### src/sv/bwe_pkg.sv
// Shared types and constants of the bit-block transfer word engine.
// Used by the front, back and top level of the engine; depends on nothing.
package bwe_pkg;

  localparam logic [3:0] OpAnd  = 4'd1;
  localparam logic [3:0] OpCopy = 4'd3;
  localparam logic [3:0] OpOr   = 4'd7;

  localparam int unsigned FxsrBit = 7;
  localparam int unsigned NfsrBit = 6;

  typedef enum logic [2:0] {
    RegLogicOp    = 3'd0,
    RegFirstMask  = 3'd1,
    RegMiddleMask = 3'd2,
    RegLastMask   = 3'd3,
    RegSkewCtrl   = 3'd4,
    RegWordsLine  = 3'd5,
    RegLineCount  = 3'd6,
    RegReverse    = 3'd7
  } cfg_idx_e;

  typedef struct packed {
    logic [3:0]  logic_op;
    logic [15:0] first_mask;
    logic [15:0] middle_mask;
    logic [15:0] last_mask;
    logic [7:0]  skew_control;
    logic [15:0] words_per_line;
    logic [15:0] line_count;
    logic        reverse;
  } cfg_t;

  // Position flags that the front attaches to each request.
  typedef struct packed {
    logic first;
    logic line_last;
    logic final_line;
    logic clear_hold;
  } step_ctrl_t;

  typedef struct packed {
    logic [15:0] src_word;
    logic [15:0] prime_word;
    logic [15:0] dst_word;
    step_ctrl_t  ctrl;
  } step_t;

  typedef struct packed {
    logic [15:0] result_word;
    logic [1:0]  src_used;
    logic        line_end;
    logic        last;
  } result_t;

endpackage

### src/sv/bwe_fifo.sv
// Small first-in first-out queue of registered entries.
// Depends on nothing; the entry type is a parameter.
module bwe_fifo #(
  parameter int unsigned Depth = 2,
  parameter type item_t = logic
) (
  input  logic  clk_i,
  input  logic  rst_ni,
  input  logic  push_i,
  input  item_t item_i,
  output logic  full_o,
  input  logic  pop_i,
  output item_t item_o,
  output logic  empty_o
);

  localparam int unsigned PtrW = (Depth > 1) ? $clog2(Depth) : 1;
  localparam int unsigned CntW = $clog2(Depth + 1);

  item_t            mem_q [Depth];
  logic [PtrW-1:0]  wr_ptr_q, wr_ptr_d;
  logic [PtrW-1:0]  rd_ptr_q, rd_ptr_d;
  logic [CntW-1:0]  cnt_q, cnt_d;
  logic             do_push, do_pop;

  assign full_o  = (cnt_q == CntW'(Depth));
  assign empty_o = (cnt_q == '0);
  assign do_push = push_i && !full_o;
  assign do_pop  = pop_i && !empty_o;
  assign item_o  = mem_q[rd_ptr_q];

  always_comb begin
    wr_ptr_d = wr_ptr_q;
    rd_ptr_d = rd_ptr_q;
    cnt_d    = cnt_q;
    if (do_push) begin
      wr_ptr_d = (wr_ptr_q == PtrW'(Depth - 1)) ? '0 : wr_ptr_q + 1'b1;
    end
    if (do_pop) begin
      rd_ptr_d = (rd_ptr_q == PtrW'(Depth - 1)) ? '0 : rd_ptr_q + 1'b1;
    end
    if (do_push && !do_pop) begin
      cnt_d = cnt_q + 1'b1;
    end else if (do_pop && !do_push) begin
      cnt_d = cnt_q - 1'b1;
    end
  end

  always_ff @(posedge clk_i or negedge rst_ni) begin
    if (!rst_ni) begin
      wr_ptr_q <= '0;
      rd_ptr_q <= '0;
      cnt_q    <= '0;
    end else begin
      wr_ptr_q <= wr_ptr_d;
      rd_ptr_q <= rd_ptr_d;
      cnt_q    <= cnt_d;
    end
  end

  always_ff @(posedge clk_i) begin
    if (do_push) begin
      mem_q[wr_ptr_q] <= item_i;
    end
  end

  a_cnt_bound: assert property (@(posedge clk_i) disable iff (!rst_ni)
    cnt_q <= CntW'(Depth))
    else $error("queue fill count exceeds its depth");

  a_cnt_grow: assert property (@(posedge clk_i) disable iff (!rst_ni)
    do_push && !do_pop |=> cnt_q == $past(cnt_q) + 1'b1)
    else $error("queue fill count did not grow on a lone push");

endmodule

### src/sv/bwe_front.sv
// Front of the word engine: tracks word and line position and tags each request.
// Depends on bwe_pkg for the configuration and request types.
module bwe_front (
  input  logic                clk_i,
  input  logic                rst_ni,
  input  bwe_pkg::cfg_t       cfg_i,
  input  logic                acc_i,
  output bwe_pkg::step_ctrl_t ctrl_o
);

  logic [15:0] word_pos_q, word_pos_d;
  logic [15:0] line_pos_q, line_pos_d;
  logic [16:0] word_next, line_next;

  assign word_next = {1'b0, word_pos_q} + 17'd1;
  assign line_next = {1'b0, line_pos_q} + 17'd1;

  always_comb begin
    ctrl_o.first      = (word_pos_q == '0);
    ctrl_o.line_last  = (word_next >= {1'b0, cfg_i.words_per_line});
    ctrl_o.final_line = (line_next >= {1'b0, cfg_i.line_count});
    ctrl_o.clear_hold = (word_pos_q == '0) && (line_pos_q == '0);
  end

  // Positions at or past a shortened count still end the line or transfer.
  always_comb begin
    word_pos_d = word_pos_q;
    line_pos_d = line_pos_q;
    if (acc_i) begin
      if (ctrl_o.line_last) begin
        word_pos_d = '0;
        line_pos_d = ctrl_o.final_line ? '0 : line_next[15:0];
      end else begin
        word_pos_d = word_next[15:0];
      end
    end
  end

  always_ff @(posedge clk_i or negedge rst_ni) begin
    if (!rst_ni) begin
      word_pos_q <= '0;
      line_pos_q <= '0;
    end else begin
      word_pos_q <= word_pos_d;
      line_pos_q <= line_pos_d;
    end
  end

  a_line_wrap: assert property (@(posedge clk_i) disable iff (!rst_ni)
    acc_i && ctrl_o.line_last |=> word_pos_q == '0)
    else $error("word position did not return to zero after a line end");

  a_xfer_wrap: assert property (@(posedge clk_i) disable iff (!rst_ni)
    acc_i && ctrl_o.line_last && ctrl_o.final_line |=> ctrl_o.clear_hold)
    else $error("transfer end was not followed by a transfer start");

  a_pos_idle: assert property (@(posedge clk_i) disable iff (!rst_ni)
    !acc_i |=> $stable(word_pos_q) && $stable(line_pos_q))
    else $error("positions moved without an accepted request");

endmodule

### src/sv/bwe_back.sv
// Back of the word engine: hold register fill, skew shift and masked combine.
// Depends on bwe_pkg for the configuration, request and result types.
module bwe_back (
  input  logic             clk_i,
  input  logic             rst_ni,
  input  bwe_pkg::cfg_t    cfg_i,
  input  bwe_pkg::step_t   step_i,
  input  logic             step_empty_i,
  output logic             step_pop_o,
  input  logic             res_full_i,
  output logic             res_push_o,
  output bwe_pkg::result_t res_o
);

  logic [31:0] hold_q, hold_d;
  logic [31:0] h_clr, h_prime, h_fwd, h_fill, h_new;
  logic [15:0] mask, s_word, keep;
  logic        active, fxsr, nfsr, do_prime, do_read;
  logic [3:0]  skew;

  assign step_pop_o = !step_empty_i && !res_full_i;
  assign res_push_o = step_pop_o;

  assign fxsr     = cfg_i.skew_control[bwe_pkg::FxsrBit];
  assign nfsr     = cfg_i.skew_control[bwe_pkg::NfsrBit];
  assign skew     = cfg_i.skew_control[3:0];
  assign active   = (cfg_i.logic_op == bwe_pkg::OpAnd) ||
                    (cfg_i.logic_op == bwe_pkg::OpCopy) ||
                    (cfg_i.logic_op == bwe_pkg::OpOr);
  assign do_prime = step_i.ctrl.first && fxsr;
  assign do_read  = !(nfsr && step_i.ctrl.line_last);

  // Forward: swap halves, then refill the low half. Reverse: refill, then swap.
  always_comb begin
    h_clr   = step_i.ctrl.clear_hold ? 32'd0 : hold_q;
    h_prime = h_clr;
    if (do_prime) begin
      h_prime = cfg_i.reverse ? {step_i.prime_word, h_clr[15:0]}
                              : {h_clr[31:16], step_i.prime_word};
    end
    h_fwd  = cfg_i.reverse ? h_prime : {h_prime[15:0], h_prime[31:16]};
    h_fill = do_read ? {h_fwd[31:16], step_i.src_word} : h_fwd;
    h_new  = cfg_i.reverse ? {h_fill[15:0], h_fill[31:16]} : h_fill;
  end

  always_comb begin
    priority if (step_i.ctrl.first) begin
      mask = cfg_i.first_mask;
    end else if (step_i.ctrl.line_last) begin
      mask = cfg_i.last_mask;
    end else begin
      mask = cfg_i.middle_mask;
    end
  end

  assign s_word = h_new[15:0] >> skew | h_new[31:16] << (5'd16 - {1'b0, skew});
  assign keep   = step_i.dst_word & ~mask;

  always_comb begin
    res_o.line_end = step_i.ctrl.line_last;
    res_o.last     = step_i.ctrl.line_last && step_i.ctrl.final_line;
    res_o.src_used = 2'd0;
    res_o.result_word = step_i.dst_word;
    hold_d = hold_q;
    if (active) begin
      res_o.src_used = {1'b0, do_prime} + {1'b0, do_read};
      hold_d = h_new;
      if (cfg_i.logic_op == bwe_pkg::OpAnd) begin
        res_o.result_word = (step_i.dst_word & s_word & mask) | keep;
      end else if (cfg_i.logic_op == bwe_pkg::OpCopy) begin
        res_o.result_word = (s_word & mask) | keep;
      end else begin
        res_o.result_word = ((step_i.dst_word | s_word) & mask) | keep;
      end
    end
  end

  always_ff @(posedge clk_i or negedge rst_ni) begin
    if (!rst_ni) begin
      hold_q <= '0;
    end else if (step_pop_o) begin
      hold_q <= hold_d;
    end
  end

  a_used_range: assert property (@(posedge clk_i) disable iff (!rst_ni)
    res_push_o |-> res_o.src_used != 2'd3)
    else $error("more than two source words consumed by one request");

  a_pass_through: assert property (@(posedge clk_i) disable iff (!rst_ni)
    res_push_o && !active |-> res_o.src_used == 2'd0 &&
      res_o.result_word == step_i.dst_word)
    else $error("inactive opcode changed the destination or read source");

  a_hold_keep: assert property (@(posedge clk_i) disable iff (!rst_ni)
    !step_pop_o |=> $stable(hold_q))
    else $error("hold register changed without a request");

endmodule

### src/sv/bitblt_word_engine.sv
// Top level of the bit-block transfer word engine: configuration registers,
// front, request queue, back and result queue. Depends on bwe_pkg, bwe_fifo,
// bwe_front and bwe_back.
//
//   Channel  | Handshake                  | Payload
//   ---------+----------------------------+----------------------------------------
//   input    | push / full                | src_word_i, prime_word_i, dst_word_i
//   result   | pop / empty                | result_word_o, src_used_o, line_end_o, last_o
//   config   | cfg_we_i (no wait)         | cfg_idx_i, cfg_wdata_i
//
// One request per cycle sustained while full stays low; a result passes through the request
// queue, then the result queue register, before it shows on the result ports.
// The back does the hold register update and the masked combine in the same cycle.
// Reset loads the register defaults and clears positions, hold and both queues.
// With pop held low the result queue fills, then the request queue, then full rises.
module bitblt_word_engine #(
  parameter int unsigned QueueDepth = 2
) (
  input  logic        clk_i,
  input  logic        rst_ni,
  input  logic        push,
  output logic        full,
  input  logic [15:0] src_word_i,
  input  logic [15:0] prime_word_i,
  input  logic [15:0] dst_word_i,
  output logic        empty,
  input  logic        pop,
  output logic [15:0] result_word_o,
  output logic [1:0]  src_used_o,
  output logic        line_end_o,
  output logic        last_o,
  input  logic        cfg_we_i,
  input  logic [2:0]  cfg_idx_i,
  input  logic [15:0] cfg_wdata_i
);

  bwe_pkg::cfg_t       cfg_q, cfg_d;
  bwe_pkg::step_ctrl_t front_ctrl;
  bwe_pkg::step_t      front_step, back_step;
  bwe_pkg::result_t    back_res, out_res;
  logic                acc, step_empty, step_pop, res_full, res_push;
  logic [15:0]         wdata_sat;

  assign acc       = push && !full;
  assign wdata_sat = (cfg_wdata_i == '0) ? 16'd1 : cfg_wdata_i;

  always_comb begin
    cfg_d = cfg_q;
    if (cfg_we_i) begin
      unique case (bwe_pkg::cfg_idx_e'(cfg_idx_i))
        bwe_pkg::RegLogicOp:    cfg_d.logic_op       = cfg_wdata_i[3:0];
        bwe_pkg::RegFirstMask:  cfg_d.first_mask     = cfg_wdata_i;
        bwe_pkg::RegMiddleMask: cfg_d.middle_mask    = cfg_wdata_i;
        bwe_pkg::RegLastMask:   cfg_d.last_mask      = cfg_wdata_i;
        bwe_pkg::RegSkewCtrl:   cfg_d.skew_control   = cfg_wdata_i[7:0];
        bwe_pkg::RegWordsLine:  cfg_d.words_per_line = wdata_sat;
        bwe_pkg::RegLineCount:  cfg_d.line_count     = wdata_sat;
        bwe_pkg::RegReverse:    cfg_d.reverse        = cfg_wdata_i[0];
        default:                cfg_d = cfg_q;
      endcase
    end
  end

  always_ff @(posedge clk_i or negedge rst_ni) begin
    if (!rst_ni) begin
      cfg_q.logic_op       <= bwe_pkg::OpCopy;
      cfg_q.first_mask     <= 16'hFFFF;
      cfg_q.middle_mask    <= 16'hFFFF;
      cfg_q.last_mask      <= 16'hFFFF;
      cfg_q.skew_control   <= '0;
      cfg_q.words_per_line <= 16'd1;
      cfg_q.line_count     <= 16'd1;
      cfg_q.reverse        <= 1'b0;
    end else begin
      cfg_q <= cfg_d;
    end
  end

  bwe_front u_front (
    .clk_i  (clk_i),
    .rst_ni (rst_ni),
    .cfg_i  (cfg_q),
    .acc_i  (acc),
    .ctrl_o (front_ctrl)
  );

  always_comb begin
    front_step.src_word   = src_word_i;
    front_step.prime_word = prime_word_i;
    front_step.dst_word   = dst_word_i;
    front_step.ctrl       = front_ctrl;
  end

  bwe_fifo #(
    .Depth  (QueueDepth),
    .item_t (bwe_pkg::step_t)
  ) u_step_q (
    .clk_i   (clk_i),
    .rst_ni  (rst_ni),
    .push_i  (push),
    .item_i  (front_step),
    .full_o  (full),
    .pop_i   (step_pop),
    .item_o  (back_step),
    .empty_o (step_empty)
  );

  bwe_back u_back (
    .clk_i        (clk_i),
    .rst_ni       (rst_ni),
    .cfg_i        (cfg_q),
    .step_i       (back_step),
    .step_empty_i (step_empty),
    .step_pop_o   (step_pop),
    .res_full_i   (res_full),
    .res_push_o   (res_push),
    .res_o        (back_res)
  );

  bwe_fifo #(
    .Depth  (QueueDepth),
    .item_t (bwe_pkg::result_t)
  ) u_res_q (
    .clk_i   (clk_i),
    .rst_ni  (rst_ni),
    .push_i  (res_push),
    .item_i  (back_res),
    .full_o  (res_full),
    .pop_i   (pop),
    .item_o  (out_res),
    .empty_o (empty)
  );

  assign result_word_o = out_res.result_word;
  assign src_used_o    = out_res.src_used;
  assign line_end_o    = out_res.line_end;
  assign last_o        = out_res.last;

endmodule

### config.mk
export PLATFORM = sky130hd
export DESIGN_NAME = bitblt_word_engine
export DESIGN_NICKNAME = d
export VERILOG_FILES = /design/src/sv/bwe_pkg.sv /design/src/sv/bwe_fifo.sv /design/src/sv/bwe_front.sv /design/src/sv/bwe_back.sv /design/src/sv/bitblt_word_engine.sv
export SDC_FILE = /design/constraint.sdc
export NUM_CORES = 1
export LEC_CHECK = 0
export ABC_AREA = 1
export BUFFER_PORTS_ARGS = -buffer_cell sky130_fd_sc_hd__buf_2
export CELL_PAD_IN_SITES_DETAIL_PLACEMENT = 1
export CELL_PAD_IN_SITES_GLOBAL_PLACEMENT = 1
export CORE_ASPECT_RATIO = 1.25
export CORE_MARGIN = 2
export CORE_UTILIZATION = 51
export CTS_CLUSTER_SIZE = 16
export DETAILED_ROUTE_END_ITERATION = 7
export PLACE_DENSITY_LB_ADDON = 0.05
export SLEW_MARGIN = 40
export SYNTH_ARGS = -nofsm -noshare
export SYNTH_HDL_FRONTEND = slang
export SYNTH_SLANG_ARGS = --single-unit
### constraint.sdc
create_clock -name clk_i -period 7.4 [get_ports clk_i]
set_input_delay 0.74 -clock clk_i [delete_from_list [all_inputs] [get_ports clk_i]]
set_output_delay 0.74 -clock clk_i [all_outputs]
set_load 0.05 [all_outputs]
### Word-level counts from Yosys, hierarchy flattened

Memories as Yosys holds them, arrays and structs flattened.
Index checks and enable logic that the tools add are counted.

| word-level totals | value |
|---|---|
| memory bits (writable) | 144 |
| memories | 2 |
| word-level logic and storage cells | 126 |
| flip-flop bits (word level) | 165 |

Memories:

| memory | words | bits a word | read ports | clocked after Yosys merged registers in | wr ports | line | text |
|---|---|---|---|---|---|---|---|
| u_step_q.mem_q | 2 | 52 | 1 | 0 | 1 | bwe_fifo.sv:20 | `item_t mem_q [Depth];` |
| u_res_q.mem_q | 2 | 20 | 1 | 0 | 1 | bwe_fifo.sv:20 |  |

| operators by class | value |
|---|---|
| bitwise gates (word level) | 11 |
| equal/unequal tests | 12 |
| reduce and logical (&&, ||, !) cells | 42 |
| mux-type cells | 26 |
| shifts and indexed selects | 2 |
| magnitude comparators | 2 |
| add/subtract/negate cells | 12 |

Operators by type and width:

| operator | count |
|---|---|
| $mux W32 | 5 |
| $mux W16 | 8 |
| $and A16 B16 Y16 | 5 |
| $or A16 B16 Y16 | 5 |
| $logic_not A16 Y1 | 3 |
| $add A16 B1 Y17 const B | 2 |
| $ge A17 B16 Y1 | 2 |
| $reduce_and A2 Y1 | 10 |
| $mux W18 | 1 |
| $not A16 Y16 | 1 |
| $shl A16 B5 Y16 | 1 |
| $shr A16 B4 Y16 | 1 |
| $logic_and A1 B1 Y1 | 13 |
| $eq A3 B3 Y1 const B | 4 |
| $logic_not A1 Y1 | 9 |
| $mux W1 | 8 |
| $mux W2 | 4 |
| $eq A3 B2 Y1 const B | 2 |
| $sub A5 B4 Y5 const A | 1 |
| $add A1 B1 Y1 const B | 4 |
| $add A2 B1 Y2 const B | 2 |
| $eq A2 B2 Y1 const B | 2 |
| $eq A4 B1 Y1 const B | 1 |
| $eq A4 B2 Y1 const B | 1 |
| 8 further kinds | 12 |

### Depth between registers and ports, before layout

An unclocked memory read counts as a cell.

| logic depth | value |
|---|---|
| depth in word-level cells | 15 |
| mapped depth | 22 |

### Hierarchy

Synthesis repeated with hierarchy kept, for this count alone.

| second synthesis, totals | value |
|---|---|
| cells, all modules | 2122 |
| area, all modules | 17505.5 µm² |

By module, submodules not included:

| module | area an instance (µm²) | times used | cells an instance | seq. area each (µm²) |
|---|---|---|---|---|
| bwe_back | 4938.5 | 1 | 864 | 800.8 |
| bwe_fifo (u_step_q) | 4038.9 | 1 | 303 | 3223.1 |
| bitblt_word_engine | 3704.8 | 1 | 350 | 2392.3 |
| bwe_front | 3135.5 | 1 | 469 | 800.8 |
| bwe_fifo (u_res_q) | 1687.9 | 1 | 136 | 1301.2 |

### Worst setup path after synthesis

OpenSTA, ideal clock, no wires.

| timing | value |
|---|---|
| path kind | input to register |
| from | input push |
| to | memory u_step_q.mem_q[1][0] (netlist name), enable pin |
| arrival time | 3118 ps |
| buffers on the path | 0 |
| stages | 2 |
| path slack | 3818 ps |
| cell sequence | o21ai_1 -> nor2_1 |

| between the ends | value |
|---|---|
| word-level cells in the longest chain between the ends | 3 |

Ends and longest elaborated chain:

| item | line | text |
|---|---|---|
| start, declared | bitblt_word_engine.sv:21 | `input logic push,` |
| $logic_and A1 B1 Y1 | bwe_fifo.sv:28 | `assign do_push = push_i && !full_o;` |
| $mux W1 | bwe_fifo.sv:62 | `if (do_push) begin` |
| $mux W1 (implied by the code) | bwe_fifo.sv:63 | `mem_q[wr_ptr_q] <= item_i;` |
| end, declared | bwe_fifo.sv:20 |  |

No other way between the ends.

==> flow_summary_export.csv <==
group,metric,value,unit
synthesis,synth_area_per_cell,8.42,sq um
grt,grt_max_degree,60,
hold_path,hold_class,"primary input to asynchronous set/reset pin",
worst_setup_path,crit_family,"buffers and inverters",
synthesis,ys_warn_count,0,
synthesis,synthTopCellsByArea,"edfxtp_1, dfrtp_1, nand2_1",
route,drc,0,
floorplanning,start_util,51.8,%
final_layout,final_common_cell,"nand2_1",
timing,setup_viol,0,
worst_setup_path,startpoint_type,"flop",
clock_network,cts-root-buf,"clkbuf_16",
synthesis,async_flop_share,53.1,%
synthesis,netlist.area_leader.share,26.2,%
power_and_ir_drop,cellPowerDensity,430,nW/um^2
power_and_ir_drop,max-vdd-ir-drop,0.000290,V
timing,worstMarginPinSlew,0.828,ns
worst_setup_path,cp-end-kind,"flop",
worst_setup_path,crit_required,7.73,ns
timing,tns,0,ns
outcome,outcome,"finished, final reports clean",
worst_setup_path,cp_max_fo,18,
final_layout,diodes,0,
placed_design,io_buffers,93,
grt,grt.total_usage,32.2,%
clock_network,cts_setup_buffers,0,
clock_network,cts_resized,0,
clock_network,hold_buffers,0,
floorplanning,die-area,33900,sq um
worst_setup_path,worstSetupPathType,"flop to flop",
power_and_ir_drop,leakagePower,8.04,nW
clock_network,cts_made_buffers,31,
timing,finalCritPeriodShare,54.7,%
placed_design,dp_hpwl,37.7,mm
timing,fmax,247,MHz
synthesis,synth_fp_nets,2074,
worst_setup_path,cpMaxStageDelayCell,"ha_1",
timing,skew,0.0221,ns
grt,antenna_found_initial,3,
clock_network,clock_latency,0.59,ns
timing,drv_slew,0,
final_layout,fillers,3848,
synthesis,synth-edff-count,144,
synthesis,synth.cell_area,16500,sq um
synthesis,synth_area_leader_cell,"edfxtp_1",
route,vias,14601,
synthesis,postSynthCellCount,1962,
final_layout,area_growth,10.1,%
floorplanning,die_w,165,um
timing,relSlewSlack,44.8,%
synthesis,synthFlopType,"edfxtp_1",
floorplanning,io_pins,94,
synthesis,ys_types,49,
route,vias_per_cell,5.97,
clock_network,cts_num_sinks,307,
clock_network,cts_tree,"done",
placed_design,gp_congestion,0.969,
clock_network,path_clk_slew,0.07,ns
grt,grt_pass1_vias,15164,
timing,finalHoldViolations,0,
synthesis,synth-seq-area-share,51.3,%
route,ant_nets,0,
grt,grt_pass1_wl,84.0,mm
route,routed_wl,53.3,mm
final_layout,drive_above_1_share,12.7,%
route,drt_iter0_drc,1102,
final_layout,fin_cells,2444,
worst_setup_path,crit_top_cell,"nand2_1",
clock_network,cts_buffer_depth,3,
clock_network,htreeDepth,1,
placed_design,dp.cells,2387,
route,avgRoutedWirePerCell,21.8,um
final_layout,final_cell_mix,"nand2_1, nand3_1, o21ai_0, inv_1, edfxtp_1",
flow_run,maxCapViolations,0,
worst_setup_path,max_stage_delay,0.85,ns
floorplanning,core_area,31900,sq um
timing,rsz0062_at_grt,"no",
synthesis,postSynthRegisterBits,307,
floorplanning,placementRows,73,
route,drtPass1Iterations,5,
worst_setup_path,cp.arrival,4.38,ns
floorplanning,die_y,205,um
grt,grt_remaining_overflow,0,
timing,period_needed,4.05,ns
final_layout,final_nets,2120,
worst_setup_path,crit_chain,"clkinv_1, ha_1, clkinv_1, nand3_1, nand3_1, nand3_1, nand2_1, nand2_1, nand2_1, nand2_1, nand2_1",
worst_setup_path,critPathBufInv,2,
==> flip-flops by register name, indices dropped and copies added, names as in the netlist <==
signal              flops
u_step_q.mem_q        104
cfg_q                  91
u_res_q.mem_q          40
u_back.hold_q          32
u_front.line_pos_q     16
u_front.word_pos_q     16
u_res_q.cnt_q           2
u_step_q.cnt_q          2
u_res_q.rd_ptr_q        1
u_res_q.wr_ptr_q        1
u_step_q.rd_ptr_q       1
u_step_q.wr_ptr_q       1
==> power breakdown <==
group	internal (mW)	switching, mW
Clock	0.805	0.698
Combinational	0.955	2.68
Sequential	2.43	0.258
Total	4.19	3.63
==> metrics by stage <==
stage	util (%)	setup WS (ns)	area [sq um]	total power, mW	hold WS [ns]
6_report	57.1	3.35	18200	7.82	0.127
5_1_grt	57.1	3.00	18200	8.32	0.165
4_1_cts	57.0	3.39	18200	7.83	0.136
3_5_place_dp	54.1	3.38	17200	6.30	0.474
3_3_place_gp	54.0	3.40	17200	6.16	0.467
2_1_floorplan	-	3.82	16500	5.13	0.444
==> cell usage after synthesis (2+ instances only) <==
cell type  number
nor3_2          2
buf_4           7
nand3_2         3
buf_1          11
nor3_1          9
and2_1          3
nand2_4         3
buf_2          20
clkbuf_1       52
inv_1         166
clkinv_1        5
ha_1           40
xnor2_1         5
nor2_1        117
mux2i_1         8
nand4_1        65
dfstp_2        52
nor4_1          5
o41ai_1         2
o21bai_1        3
nand3_1       300
o21ai_0       180
nor2_4          3
dfrtp_1       111
o21a_1          2
mux2_2          2
nand2_1       496
a31oi_1        34
a21oi_1        17
nand2_2         8
o21ai_1        23
inv_2           3
nand3b_1        2
nor2_2          6
buf_6           5
o211ai_1        9
nand3b_2        2
edfxtp_1      144
xor2_1         26
and3_1          2
==> layout make-up <==
class	instances	area [sq um]	share of cell area, %
repair buffers	109	596	3.27
clock inverters	22	156	0.860
flip-flops and latches	307	8470	46.6
inverters	175	658	3.62
multi-input cells	1384	7000	38.5
well taps	412	515	2.83
clock buffers	35	791	4.35
==> path summary, 6_finish.rpt <==
kind	startpoint	endpoint	slack, ns	cells after the start
max	cfg_q[34]	u_res_q.mem_q[0][18]	3.35	11
min	rst_ni	u_back.hold_q[30]	0.13	1
max reg2reg	cfg_q[34]	u_res_q.mem_q[0][18]	3.35	11
min reg2reg	cfg_q[2]	cfg_q[2]	0.49	2
max in group asynchronous	rst_ni	u_step_q.rd_ptr_q	6.13	2
min in group clk_i	dst_word_i[11]	u_step_q.mem_q[1][15]	0.34	1
==> cell families (layout without fill, tap and decap cells) <==
kind of cell	count (synthesis)	in the layout	share of synthesized area, %
AO/OA/AOI/OAI	274	274	8.94
XOR/XNOR	31	31	1.64
adder cells (fa/ha/maj)	40	40	3.03
buffers and inverters	271	341	6.71
flip-flops	307	307	51.3
multiplexers	10	10	0.621
AND/OR/NAND/NOR	1029	1029	27.8
==> metal layers <==
layer  GRT usage, %  part of all wire (%)  up-vias
met5              0                 0.066        -
met4           12.3                   3.8        6
met3           4.25                   5.1      124
met2           57.6                    51      410
met1           39.5                    40     7290
li1               -                     -     6771
(Power assumes the default switching activity.)
